===== src/rtl/core/ttcb_pkg.sv =====
// Package for the timed target claim buffer: item codes, widths and word types.
// No dependencies; the cell and the buffer import it, and the interface takes its payload types.
`timescale 1ns / 1ps
`default_nettype none
package ttcb_pkg;
	localparam int TIME_W = 32;
	localparam int KIND_W = 3;
	localparam int PCOUNT_W = 3;
	localparam int TCOUNT_W = 9;
	localparam int DEF_TABLE_DEPTH = 256;
	localparam int DEF_MAX_PENDING = 4;
	localparam logic [TIME_W-1:0] WINDOW_RESET = 32'd200000;
	localparam logic [TIME_W-1:0] HOLD_RESET = 32'd500000;

	localparam logic [KIND_W-1:0] KIND_CLEAR_TARGETS = 3'd0;
	localparam logic [KIND_W-1:0] KIND_ADD_TARGET = 3'd1;
	localparam logic [KIND_W-1:0] KIND_RESET_USED = 3'd2;
	localparam logic [KIND_W-1:0] KIND_CLEAR_PENDING = 3'd3;
	localparam logic [KIND_W-1:0] KIND_TRY_BUFFER = 3'd4;
	localparam logic [KIND_W-1:0] KIND_TAKE_DUE = 3'd5;

	localparam logic CFG_WINDOW = 1'b0;
	localparam logic CFG_HOLD = 1'b1;

	typedef struct packed {
		logic [KIND_W-1:0] kind;
		logic [TIME_W-1:0] song_time;
		logic [TIME_W-1:0] target_time;
		logic second_player;
	} in_word_t;

	typedef struct packed {
		logic accepted;
		logic released_player;
		logic [PCOUNT_W-1:0] pending_count;
		logic [TCOUNT_W-1:0] target_count;
		logic table_full;
	} out_word_t;

	// Command broadcast from the controller to every cell for one cycle.
	typedef struct packed {
		logic clear_all;
		logic clear_used;
		logic insert;
		logic claim;
		logic [TIME_W-1:0] ins_time;
	} cell_cmd_t;
endpackage
`default_nettype wire


===== src/rtl/core/ttcb_if.sv =====
// Valid/ready channel interface carrying one word of type WORD_T.
// Depends on nothing; payload types come from ttcb_pkg.
`timescale 1ns / 1ps
`default_nettype none
interface ttcb_if #(parameter type WORD_T = logic) (input wire logic clk);
	logic valid;
	logic ready;
	WORD_T data;
	modport source (output valid, output data, input ready);
	modport sink (input valid, input data, output ready);
endinterface
`default_nettype wire


===== src/rtl/core/ttcb_cell.sv =====
// One target cell: a time, a valid mark and a consumed mark; shifts right on insert.
// Depends on ttcb_pkg.
`timescale 1ns / 1ps
`default_nettype none
module ttcb_cell (
	input wire logic clk,
	input wire logic arst_n,
	input wire ttcb_pkg::cell_cmd_t cmd,
	input wire logic left_valid,
	input wire logic left_keeps,
	input wire logic [ttcb_pkg::TIME_W-1:0] left_time,
	input wire logic left_used,
	input wire logic claim_sel,
	output logic valid,
	output logic keeps,
	output logic [ttcb_pkg::TIME_W-1:0] cell_time,
	output logic used
);
	import ttcb_pkg::*;
	logic valid_q, used_q;
	logic [TIME_W-1:0] time_q;
	logic ins_here;
	logic shift_in;

	// Entries are sorted, so the cells with time <= new time form a prefix and keep
	// their entries on an insert.
	assign keeps = valid_q && (time_q <= cmd.ins_time);
	// The new time lands in the first cell that does not keep its entry; every cell
	// past it takes the entry of its left neighbor.
	assign ins_here = left_keeps && !keeps;
	assign shift_in = !left_keeps;

	always_ff @(posedge clk or negedge arst_n) begin
		if (!arst_n) begin
			valid_q <= 1'b0;
			used_q <= 1'b0;
		end else if (cmd.clear_all) begin
			valid_q <= 1'b0;
		end else if (cmd.clear_used) begin
			used_q <= 1'b0;
		end else if (cmd.insert) begin
			if (shift_in) begin
				valid_q <= left_valid;
				used_q <= left_used;
			end else if (ins_here) begin
				valid_q <= 1'b1;
				used_q <= 1'b0;
			end
		end else if (cmd.claim && claim_sel) begin
			used_q <= 1'b1;
		end
	end

	always_ff @(posedge clk) begin
		if (cmd.insert) begin
			if (shift_in) time_q <= left_time;
			else if (ins_here) time_q <= cmd.ins_time;
		end
	end

	assign valid = valid_q;
	assign cell_time = time_q;
	assign used = used_q;
endmodule
`default_nettype wire


===== src/rtl/core/timed_target_claim_buffer.sv =====
// Timed target claim buffer: a sorted chain of target cells plus pending release slots.
// Once the input word is taken, the insert or clear is applied across the cell chain;
// then the cells at or after song time that are still unconsumed are flagged and the
// first flagged cell in each group of sixteen is picked; then the first group is
// picked; then the chosen cell's time is read into a register; then the claim or
// release is committed and the result word is registered and offered. The length of
// this sequence is set by the search through the cell row. At most one item is in
// flight; a new word is taken in the cycle after the result has left the output
// register, so no new word is taken until the last result has gone, and a receiver
// that holds off stalls the input for as long. Adds shift every later cell one place
// right together, so equal times keep arrival order. There is no clearing pass after
// reset: valid marks in each cell reset at once.
`timescale 1ns / 1ps
`default_nettype none
module timed_target_claim_buffer #(
	parameter int TABLE_DEPTH = ttcb_pkg::DEF_TABLE_DEPTH,
	parameter int MAX_PENDING = ttcb_pkg::DEF_MAX_PENDING
) (
	input wire logic clk,
	input wire logic arst_n,
	ttcb_if.sink in_ch,
	ttcb_if.source out_ch,
	input wire logic cfg_we,
	input wire logic cfg_index,
	input wire logic [ttcb_pkg::TIME_W-1:0] cfg_data
);
	import ttcb_pkg::*;
	localparam int CNT_W = $clog2(TABLE_DEPTH + 1);
	localparam int SLOT_W = (MAX_PENDING > 1) ? $clog2(MAX_PENDING) : 1;
	localparam int PC_W = $clog2(MAX_PENDING + 1);
	localparam int GRP = 16;
	localparam int NGRP = (TABLE_DEPTH + GRP - 1) / GRP;

	// Sequencer states.
	localparam logic [2:0] ST_IDLE = 3'd0;
	localparam logic [2:0] ST_APPLY = 3'd1;
	localparam logic [2:0] ST_FLAG = 3'd2;
	localparam logic [2:0] ST_PICK = 3'd3;
	localparam logic [2:0] ST_READ = 3'd4;
	localparam logic [2:0] ST_COMMIT = 3'd5;
	localparam logic [2:0] ST_OUT = 3'd6;

	logic [2:0] state_q;
	in_word_t item_q;
	out_word_t res_q;
	logic [TIME_W-1:0] window_q, hold_q;
	logic [CNT_W-1:0] held_q;
	logic full_q;

	logic [MAX_PENDING-1:0] busy_q;
	logic [TIME_W-1:0] rel_time_q [MAX_PENDING];
	logic [MAX_PENDING-1:0] rel_player_q;

	// Search pipeline.
	logic [GRP*NGRP-1:0] cand, lo_first, first_s1, sel_s2;
	logic [NGRP-1:0] grp_any, grp_any_s1, grp_pick;
	logic any_s2;
	logic [TIME_W-1:0] cand_mux, cand_time_s3;

	// Configuration writes.
	always_ff @(posedge clk or negedge arst_n) begin
		if (!arst_n) begin
			window_q <= WINDOW_RESET;
			hold_q <= HOLD_RESET;
		end else if (cfg_we) begin
			if (cfg_index == CFG_WINDOW) window_q <= cfg_data;
			else hold_q <= cfg_data;
		end
	end

	// Cell chain. Each cell tells its right neighbor whether it keeps its entry.
	cell_cmd_t cmd;
	logic [TABLE_DEPTH-1:0] c_valid, c_keeps, c_used;
	logic [TIME_W-1:0] c_time [TABLE_DEPTH];

	genvar g;
	generate
		for (g = 0; g < TABLE_DEPTH; g++) begin : g_cell
			if (g == 0) begin : g_first
				ttcb_cell u_cell (
					.clk(clk), .arst_n(arst_n), .cmd(cmd),
					.left_valid(1'b0), .left_keeps(1'b1),
					.left_time('0), .left_used(1'b0),
					.claim_sel(sel_s2[g]), .valid(c_valid[g]), .keeps(c_keeps[g]),
					.cell_time(c_time[g]), .used(c_used[g])
				);
			end else begin : g_rest
				ttcb_cell u_cell (
					.clk(clk), .arst_n(arst_n), .cmd(cmd),
					.left_valid(c_valid[g-1]), .left_keeps(c_keeps[g-1]),
					.left_time(c_time[g-1]), .left_used(c_used[g-1]),
					.claim_sel(sel_s2[g]), .valid(c_valid[g]), .keeps(c_keeps[g]),
					.cell_time(c_time[g]), .used(c_used[g])
				);
			end
		end
	endgenerate

	// Candidate flags per cell and the first flagged cell of each group of sixteen.
	always_comb begin
		cand = '0;
		for (int k = 0; k < TABLE_DEPTH; k++)
			cand[k] = c_valid[k] && !c_used[k] && (c_time[k] >= item_q.song_time);
	end

	always_comb begin
		lo_first = '0;
		grp_any = '0;
		for (int gi = 0; gi < NGRP; gi++) begin
			grp_any[gi] = |cand[gi*GRP +: GRP];
			for (int b = GRP - 1; b >= 0; b--) begin
				if (cand[gi*GRP + b]) begin
					lo_first[gi*GRP +: GRP] = '0;
					lo_first[gi*GRP + b] = 1'b1;
				end
			end
		end
	end

	// The stages run every cycle; the cells and the item stay put from the apply
	// cycle until the commit, so each stage holds a settled value when it is used.
	always_ff @(posedge clk) begin
		first_s1 <= lo_first;
		grp_any_s1 <= grp_any;
	end

	always_comb begin
		grp_pick = '0;
		for (int gi = NGRP - 1; gi >= 0; gi--) begin
			if (grp_any_s1[gi]) begin
				grp_pick = '0;
				grp_pick[gi] = 1'b1;
			end
		end
	end

	always_ff @(posedge clk) begin
		any_s2 <= |grp_any_s1;
		for (int gi = 0; gi < NGRP; gi++)
			sel_s2[gi*GRP +: GRP] <= grp_pick[gi] ? first_s1[gi*GRP +: GRP] : '0;
	end

	// One-hot read of the chosen cell's time.
	always_comb begin
		cand_mux = '0;
		for (int k = 0; k < TABLE_DEPTH; k++)
			cand_mux = cand_mux | (c_time[k] & {TIME_W{sel_s2[k]}});
	end

	always_ff @(posedge clk) begin
		cand_time_s3 <= cand_mux;
	end

	// A target past the window ends the search even when it is consumed. The row is
	// sorted, so every target before the candidate fits the window when the candidate
	// itself does.
	logic [TIME_W:0] cand_delay;
	logic claim_ok, full_slots;
	assign cand_delay = {1'b0, cand_time_s3} - {1'b0, item_q.song_time};
	assign full_slots = &busy_q;
	assign claim_ok = (item_q.kind == KIND_TRY_BUFFER) && any_s2 && !full_slots
		&& (cand_delay <= {1'b0, window_q})
		&& (cand_delay != '0) && (cand_delay <= {1'b0, hold_q});

	// Lowest free slot and lowest due slot.
	logic [SLOT_W-1:0] free_idx, due_idx;
	logic due_any;
	always_comb begin
		free_idx = '0;
		due_idx = '0;
		due_any = 1'b0;
		for (int s = MAX_PENDING - 1; s >= 0; s--) begin
			if (!busy_q[s]) free_idx = SLOT_W'(s);
			if (busy_q[s] && item_q.song_time >= rel_time_q[s]) begin
				due_idx = SLOT_W'(s);
				due_any = 1'b1;
			end
		end
	end

	logic take_ok;
	assign take_ok = (item_q.kind == KIND_TAKE_DUE) && due_any;

	logic [PC_W-1:0] busy_next_cnt;
	logic [MAX_PENDING-1:0] busy_next;
	always_comb begin
		busy_next = busy_q;
		if (claim_ok) busy_next[free_idx] = 1'b1;
		if (take_ok) busy_next[due_idx] = 1'b0;
		busy_next_cnt = '0;
		for (int s = 0; s < MAX_PENDING; s++) busy_next_cnt += PC_W'(busy_next[s]);
	end

	always_comb begin
		cmd = '0;
		cmd.ins_time = item_q.target_time;
		if (state_q == ST_APPLY) begin
			cmd.clear_all = (item_q.kind == KIND_CLEAR_TARGETS);
			cmd.clear_used = (item_q.kind == KIND_RESET_USED);
			cmd.insert = (item_q.kind == KIND_ADD_TARGET) && (held_q < CNT_W'(TABLE_DEPTH));
		end
		cmd.claim = (state_q == ST_COMMIT) && claim_ok;
	end

	assign in_ch.ready = (state_q == ST_IDLE);
	assign out_ch.valid = (state_q == ST_OUT);
	assign out_ch.data = res_q;

	always_ff @(posedge clk or negedge arst_n) begin
		if (!arst_n) begin
			state_q <= ST_IDLE;
			held_q <= '0;
			busy_q <= '0;
			full_q <= 1'b0;
		end else begin
			unique case (state_q)
				ST_IDLE: begin
					if (in_ch.valid) state_q <= ST_APPLY;
				end
				ST_APPLY: begin
					full_q <= (item_q.kind == KIND_ADD_TARGET) &&
						(held_q >= CNT_W'(TABLE_DEPTH));
					unique case (item_q.kind) inside
						KIND_CLEAR_TARGETS: begin
							held_q <= '0;
							busy_q <= '0;
						end
						KIND_ADD_TARGET: begin
							if (held_q < CNT_W'(TABLE_DEPTH)) held_q <= held_q + CNT_W'(1);
						end
						KIND_RESET_USED, KIND_CLEAR_PENDING: busy_q <= '0;
						default: ;
					endcase
					state_q <= ST_FLAG;
				end
				ST_FLAG: state_q <= ST_PICK;
				ST_PICK: state_q <= ST_READ;
				ST_READ: state_q <= ST_COMMIT;
				ST_COMMIT: begin
					busy_q <= busy_next;
					state_q <= ST_OUT;
				end
				ST_OUT: begin
					if (out_ch.ready) state_q <= ST_IDLE;
				end
				default: state_q <= ST_IDLE;
			endcase
		end
	end

	always_ff @(posedge clk) begin
		if (state_q == ST_IDLE && in_ch.valid) item_q <= in_ch.data;
		if (state_q == ST_COMMIT) begin
			if (claim_ok) begin
				rel_time_q[free_idx] <= cand_time_s3;
				rel_player_q[free_idx] <= item_q.second_player;
			end
			res_q.accepted <= claim_ok || take_ok;
			res_q.released_player <= take_ok ? rel_player_q[due_idx] : 1'b0;
			res_q.pending_count <= PCOUNT_W'(busy_next_cnt);
			res_q.target_count <= TCOUNT_W'(held_q);
			res_q.table_full <= full_q;
		end
	end

	property p_one_in_flight;
		@(posedge clk) disable iff (!arst_n) out_ch.valid |-> !in_ch.ready;
	endproperty
	a_one_in_flight: assert property (p_one_in_flight) else $error("ready while result held");

	property p_count_bound;
		@(posedge clk) disable iff (!arst_n) held_q <= CNT_W'(TABLE_DEPTH);
	endproperty
	a_count_bound: assert property (p_count_bound) else $error("target count overflow");

	property p_out_follows_commit;
		@(posedge clk) disable iff (!arst_n) $rose(out_ch.valid) |-> $past(state_q == ST_COMMIT);
	endproperty
	a_out_follows_commit: assert property (p_out_follows_commit) else $error("result out of order");
endmodule
`default_nettype wire

===== src/flat_wrapper.sv =====
// flat-port wrapper written by rule: the top's interface ports become plain ports
module timed_target_claim_buffer_flat import ttcb_pkg::*;
#(
	parameter int TABLE_DEPTH = ttcb_pkg::DEF_TABLE_DEPTH,
	parameter int MAX_PENDING = ttcb_pkg::DEF_MAX_PENDING
)
  (clk, arst_n, cfg_we, cfg_index, cfg_data, in_ch_valid, in_ch_data, in_ch_ready, out_ch_valid, out_ch_data, out_ch_ready);
  ttcb_if in_ch_i (.clk(clk));
  ttcb_if out_ch_i (.clk(clk));
  input wire logic clk;
  input wire logic arst_n;
  input wire logic cfg_we;
  input wire logic cfg_index;
  input wire logic [ttcb_pkg::TIME_W-1:0] cfg_data;
  input wire logic [$bits(in_ch_i.valid)-1:0] in_ch_valid;
  input wire logic [$bits(in_ch_i.data)-1:0] in_ch_data;
  output wire logic [$bits(in_ch_i.ready)-1:0] in_ch_ready;
  output wire logic [$bits(out_ch_i.valid)-1:0] out_ch_valid;
  output wire logic [$bits(out_ch_i.data)-1:0] out_ch_data;
  input wire logic [$bits(out_ch_i.ready)-1:0] out_ch_ready;
  assign in_ch_i.valid = in_ch_valid;
  assign in_ch_i.data = in_ch_data;
  assign in_ch_ready = in_ch_i.ready;
  assign out_ch_valid = out_ch_i.valid;
  assign out_ch_data = out_ch_i.data;
  assign out_ch_i.ready = out_ch_ready;
  timed_target_claim_buffer #(.TABLE_DEPTH(TABLE_DEPTH), .MAX_PENDING(MAX_PENDING)) u_core (.clk(clk), .arst_n(arst_n), .in_ch(in_ch_i), .out_ch(out_ch_i), .cfg_we(cfg_we), .cfg_index(cfg_index), .cfg_data(cfg_data));
endmodule

===== config.mk =====
export PLATFORM = sky130hd
export DESIGN_NAME = timed_target_claim_buffer_flat
export DESIGN_NICKNAME = d
export VERILOG_FILES = /design/src/rtl/core/ttcb_pkg.sv /design/src/rtl/core/ttcb_if.sv /design/src/rtl/core/ttcb_cell.sv /design/src/rtl/core/timed_target_claim_buffer.sv /design/src/flat_wrapper.sv
export SDC_FILE = /design/constraint.sdc
export NUM_CORES = 1
export LEC_CHECK = 0
export ABC_AREA = 1
export BUFFER_PORTS_ARGS = -buffer_cell sky130_fd_sc_hd__buf_2
export CAP_MARGIN = 20
export CORE_AREA = 5 5 42 44
export CTS_CLUSTER_DIAMETER = 40
export DETAILED_ROUTE_END_ITERATION = 6
export DIE_AREA = 0 0 47 49
export GPL_TIMING_DRIVEN = 0
export PLACE_DENSITY = 0.6
export SETUP_SLACK_MARGIN = 0.15
export SYNTH_ARGS = -nofsm -noshare
export SYNTH_HDL_FRONTEND = slang
export SYNTH_SLANG_ARGS = --single-unit

===== constraint.sdc =====
create_clock -name clk -period 1 [get_ports clk]
set_clock_uncertainty 0.15 [all_clocks]
set_input_delay 0.15 -clock clk [delete_from_list [all_inputs] [get_ports clk]]
set_output_delay 0.15 -clock clk [all_outputs]
set_load 0.005 [all_outputs]

==> summary.md, run 1 <==
| Metric | Value |
|---|---|
| Status | finished, violations left |
| Failing checks | negative setup slack |
| Synth top area share | 39.74% |
| Critical Path Max Stage Delay | 0.42 ns |
| Detail-routed via count per cell | 3.542 |
| Total wire length | 473 um |
| Area Growth Syn to Fin | 75.50% |
| Biggest registers after layout | u_core.state_q x3 |
| Clk buf depth | 2 |
| CP startpoint kind | flip-flop |
| Largest reg by FF count | u_core.state_q |
| # rows | 14 |
| Clk root buf | clkbuf_4 |
| Via count of the first global-routing pass | 242 |
| Post-Place Cell Area | 234.0 um^2 |
| Final Slew Violations | 0 |
| GRT Total Usage | 5.567% |
| Antenna violations before repair | 0 |
| Routed WL per cell | 8.017 um |
| Worst setup EP type | output port |
| First-pass GRT wire length | 869 um |
| GRT Residual Overflow | 0 |
| Count leader, synth | nand2_1 |
| Crit Path Max Fanout | 3 |
| Max-Cap Viols | 0 |
| Clock transition at path regs | 0.04 ns |
| Via count | 209 |
| Max VDD drop | 0.8378 mV |
| Final core area utilization | 23.66% |
| # fillers | 170 |
| Syn avg cell area | 6.748 um^2 |
| Setup_tns | -1.004 ns |
| Top cells by area, synth | dfrtp_1 (40%), nand2_1 (16%), inv_1 (9.9%), nor2_1 (7.9%), nand3_1 (5.3%) |
| Worst Hold Class | in -> reg |
| Top cells by count, synth | nand2_1 (8), inv_1 (5), nor2_1 (4) |
| Lkg Pwr | 0.1841 nW |
| N_diodes | 0 |
| H-tree Lvls | 1 |
| Slowest cell on the critical path | dfrtp_2 |
| Gp weighted congestion | 0.6866 |
| Final hold violation count | 0 |
| Cells along the critical path | inv_2 -> nand3_2 -> inv_1 -> buf_2 |
| CTS Buf Count | 3 |
| Final Cell Area | 331.6 um^2 |
| PwrDens | 3086 nW/um^2 |
| Area occupied by multi-input gates | 107.6 um^2 |
| Port bufs | 5 |
| Io pins | 42 |
| CTS tree | built |
| EDFF count, synth | 0 |
| DP Wirelength | 317.7 um |
| Unique masters post-synth | 11 |
| Die area | 2303 um^2 |
| Fmax | 805.2 MHz |
| RSZ-0062 raised after global routing | yes |
| Die width | 47 um |
| Final worst path period share | 124.2% |
| Post-Place Worst Slack | -0.1523 ns |
| FFs w/ async S/R, synth | 100.0% |
| WP data arrival | 0.94 ns |
| Initial Util | 13.48% |
| Kind of critical path | reg -> out |
| Cell area after synthesis | 188.9 um^2 |
| Core area | 1401 um^2 |
| FF+latch area | 78.83 um^2 |
| Critical Path RT | 0.70 ns |
| Yosys top cell by area | dfrtp_1 |
| Top FF cell, synth | dfrtp_1 |
| Setup violators final | 5 |
| Drt drc | 0 |
| DRT Pass-1 Iters | 4 |
| Final worst setup slack | -0.2419 ns |
| Share of cells above drive strength 1 | 55.81% |
| Largest net degree at the start of global routing | 6 |
| Iteration-0 DRC Markers | 1 |
| Die H | 49 um |
| Sequential cell area fraction in the yosys report | 39.74% |
| Max FFs per register | 3 |
| Final min period | 1.242 ns |
| Synth warnings | 0 |
| Syn_nets | 67 |
| Routed Antenna Nets | 0 |
| Post-Synthesis Cells | 28 |
| # clock sinks | 3 |
| Worst-skew pair later-pin latency | 0.23 ns |
| Synth Register Bits | 3 |
| # nets final | 83 |
kinds of logic (layout without fill, tap and decap cells):
group | after synthesis | count (layout) | synth area share (%)
buffers and inverters | 6 | 21 | 13.91
DFF | 3 | 3 | 39.73
other | 1 | 1 | 1.985
and+or+nand+nor | 18 | 18 | 44.37
placed cells by master (no fill, tap or decap), drive strengths merged, types with 3 or more instances in the layout:
cell type	count
buf	11
nand2	8
inv	5
nor2	4
clkbuf	4
dfrtp	3
nand3	3
metrics by stage:
step                power, mW  cells  hold slack, ns
floorplan              0.4765     28         -0.2956
global placement       0.5628     49         -0.2049
detailed placement     0.5800     49         -0.2024
CTS                     1.014     59         0.02364
global route            1.147     59         0.03775
finish                  1.023     59         0.03151
critical path: cells and delay by family (launching register included):
kind,cells,cell delay [ns]
buf+inv,3,0.22
flops,1,0.42
simple gates,1,0.07
layer usage:
layer	track usage, %	part of all wire, %	up-vias
met5	0	0	-
met4	5.530	0	0
met3	2.214	7.0	0
met2	8.371	52	6
met1	5.286	41	91
li1	-	-	112
power breakdown:
part	internal [mW]	switching, mW	total, mW
clock	0.150	0.0642	0.214
combinational	0.275	0.272	0.547
sequential	0.197	0.0662	0.263
path summary, 6_finish.rpt:
| check | start | end | slack, ns | cells past startpoint |
|---|---|---|---|---|
| max | u_core.state_q[0] | out_ch_valid | -0.24 | 4 |
| max reg2reg | u_core.state_q[0] | u_core.state_q[2] | -0.20 | 5 |
| min | out_ch_ready | u_core.state_q[1] | 0.03 | 3 |
| min reg2reg | u_core.state_q[0] | u_core.state_q[0] | 0.46 | 2 |
| min in group asynchronous | arst_n | u_core.state_q[0] | 0.09 | 2 |
| max in group asynchronous | arst_n | u_core.state_q[1] | 0.49 | 2 |
layout make-up:
| class | instances | area share (%) |
|---|---|---|
| tap | 16 | 6.038 |
| timing repair buffer | 11 | 21.89 |
| sequential | 3 | 23.77 |
| inverter | 5 | 5.660 |
| clock buffer | 4 | 7.925 |
| multi-input combinational | 19 | 32.45 |
| buffer | 1 | 2.264 |
repair_timing:
item | 4_1_cts | 5_1_grt
hold endpoints to repair | 3 | 0
cloned | 0 | 0
buffers inserted | 5 | 0
setup endpoints to repair | 5 | 5
pin swaps | 3 | 0
hold buffers | 1 | 0
resized for setup | 7 | 3
(Power assumes the default switching activity.)
==> inputs of run 2 (changes only) <==
--- a/config.mk
+++ b/config.mk
@@ -8,12 +8,15 @@
 export ABC_AREA = 1
 export BUFFER_PORTS_ARGS = -buffer_cell sky130_fd_sc_hd__buf_2
 export CAP_MARGIN = 20
-export CORE_AREA = 5 5 42 44
+export CELL_PAD_IN_SITES_DETAIL_PLACEMENT = 1
+export CELL_PAD_IN_SITES_GLOBAL_PLACEMENT = 1
+export CORE_ASPECT_RATIO = 0.9
+export CORE_MARGIN = 5
+export CORE_UTILIZATION = 10
 export CTS_CLUSTER_DIAMETER = 40
 export DETAILED_ROUTE_END_ITERATION = 6
-export DIE_AREA = 0 0 47 49
 export GPL_TIMING_DRIVEN = 0
-export PLACE_DENSITY = 0.6
+export PLACE_DENSITY = 0.75
 export SETUP_SLACK_MARGIN = 0.15
 export SYNTH_ARGS = -nofsm -noshare
 export SYNTH_HDL_FRONTEND = slang
==> run 2 against run 1 <==
The run still ends with negative setup slack left. Maximum frequency shrank 2.9%. Clock power hardly changed. Clock-buffer cell count stayed put. Hold slack gained 0.0086 ns. Final cell count increased by 15%. Critical path type unchanged. Largest cell class unchanged. Highest routed layer unchanged.
==> summary.md, run 2 (synthesis gave the netlist of run 1 again) <==
| Metric | Value |
|---|---|
| Setup violators final | 5 |
| Final Cell Area | 345.3 um^2 |
| Critical Path RT | 0.70 ns |
| Fmax | 781.6 MHz |
| Total wire length | 625 um |
| Core area | 1734 um^2 |
| Lkg Pwr | 0.1892 nW |
| Slowest cell on the critical path | dfrtp_2 |
| Final worst setup slack | -0.2795 ns |
| Status | finished, violations left |
| CP startpoint kind | flip-flop |
| Iteration-0 DRC Markers | 0 |
| Antenna violations before repair | 0 |
| Worst Hold Class | in -> reg |
| DRT Pass-1 Iters | 1 |
| Kind of critical path | reg -> out |
| Max VDD drop | 0.7798 mV |
| # nets final | 84 |
| Failing checks | negative setup slack |
| Largest reg by FF count | u_core.state_q |
| Die H | 51.24 um |
| Layout Cells excl Fill | 68 |
| Reg2reg path depth | 5 |
| Final hold violation count | 0 |
| Routed Antenna Nets | 0 |
| Clk buf depth | 2 |
| Post-Place Cell Area | 244.0 um^2 |
| H-tree Lvls | 1 |
| # placed instances | 57 |
| Max FFs per register | 3 |
| Initial Util | 10.89% |
| Cells along the critical path | inv_2 -> nand3_2 -> inv_1 -> buf_2 |
| # clock sinks | 3 |
| CTS tree | built |
| Worst setup EP type | output port |
| Post-Place Worst Slack | -0.1738 ns |
| Critical Path Max Stage Delay | 0.42 ns |
| PwrDens | 3033 nW/um^2 |
| WP data arrival | 0.98 ns |
| # rows | 14 |
| Port bufs | 5 |
| Detail-routed via count per cell | 3.191 |
| Final Slew Violations | 0 |
| Final min period | 1.280 ns |
| Drt drc | 0 |
| Largest net degree at the start of global routing | 7 |
| Commonest non-fill, non-tap cell in the layout | nand2_1 |
| DP Wirelength | 393 um |
| # fillers | 223 |
| Max-Cap Viols | 0 |
| Worst-skew pair later-pin latency | 0.23 ns |
| WHS Path Cells | 3 |
| GRT Total Usage | 4.683% |
| Share of cells above drive strength 1 | 50.00% |
| Die width | 55.82 um |
| GRT Residual Overflow | 0 |
| Clock transition at path regs | 0.04 ns |
| CTS Buf Count | 3 |
| Via count | 217 |
| Hold_ws | 0.04011 ns |
| RSZ-0062 raised after global routing | yes |
| Io pins | 42 |
| Die area | 2860 um^2 |
| Routed WL per cell | 9.191 um |
| Clk root buf | clkbuf_4 |
| Gp weighted congestion | 0.6730 |
| Most frequent cells in the layout | nand2_1 (8), buf_4 (6), buf_2 (5) |
| Final worst path period share | 128.0% |
| Via count of the first global-routing pass | 243 |
| Biggest registers after layout | u_core.state_q x3 |
| First-pass GRT wire length | 959 um |
| Area Growth Syn to Fin | 82.78% |
| Crit Path Max Fanout | 4 |
| N_diodes | 0 |
[run 2: cell count changes in the layout (fill, tap and decap cells not counted)]
cell     before  now
or2_4         1    0
or2_1         0    1
nand2_2       2    0
nand2_1       6    8
buf_6         0    1
[run 2: repair_timing]
| action | CTS | global route |
|---|---|---|
| endpoints found under the hold margin | 3 | 0 |
| pin swaps | 2 | 0 |
| resized for setup | 7 | 1 |
| setup buffers | 4 | 2 |
| endpoints found under the setup margin | 5 | 5 |
| gates cloned | 0 | 0 |
| hold buffers | 1 | 0 |
[run 2: final cells by class]
cell class / instances / area (um^2) / share of cell area, %
plain buffers: 1 / 7.507 / 2.174
clock buffers: 4 / 26.28 / 7.609
inverters: 5 / 18.77 / 5.435
multi-input cells: 19 / 100.1 / 28.99
flip-flops and latches: 3 / 78.83 / 22.83
well taps: 24 / 30.03 / 8.696
repair buffers: 12 / 83.83 / 24.28
[run 2: path summary, 6_finish.rpt]
| kind | startpoint | slack (ns) | endpoint |
|---|---|---|---|
| hold reg to reg | u_core.state_q[0] | 0.47 | u_core.state_q[0] |
| setup reg to reg | u_core.state_q[0] | -0.23 | u_core.state_q[1] |
| hold / removal | out_ch_ready | 0.04 | u_core.state_q[2] |
| setup / recovery | u_core.state_q[0] | -0.28 | out_ch_valid |
| max in group asynchronous | arst_n | 0.47 | u_core.state_q[1] |
| min in group asynchronous | arst_n | 0.11 | u_core.state_q[2] |
[run 2: worst max-delay path, delay by kind of cell (launching register included)]
| family | cells | cell delay (ns) |
|---|---|---|
| buf+inv | 3 | 0.23 |
| flops | 1 | 0.42 |
| simple gates | 1 | 0.09 |
[run 2: metrics by stage]
stage / setup TNS, ns / power (mW) / util [%]
final: -1.127 / 1.047 / 19.91
after global routing: -1.380 / 1.147 / 19.91
after CTS: -1.150 / 0.9888 / 18.83
after detailed placement: -0.6196 / 0.5875 / 14.07
after global placement: -0.4726 / 0.5703 / 14.07
after floorplan: -0.1152 / 0.4765 / -
[run 2: where the power goes]
group	internal (mW)	leakage, nW	switching, mW
Sequential	0.197	0.0332	0.112
Combinational	0.281	0.141	0.247
Clock	0.149	0.0150	0.0613
[run 2: metal layers]
layer	part of all wire, %	track usage (%)
met5	0	0
met4	0	5.929
met3	4.3	1.008
met2	58	8.661
met1	37	3.759
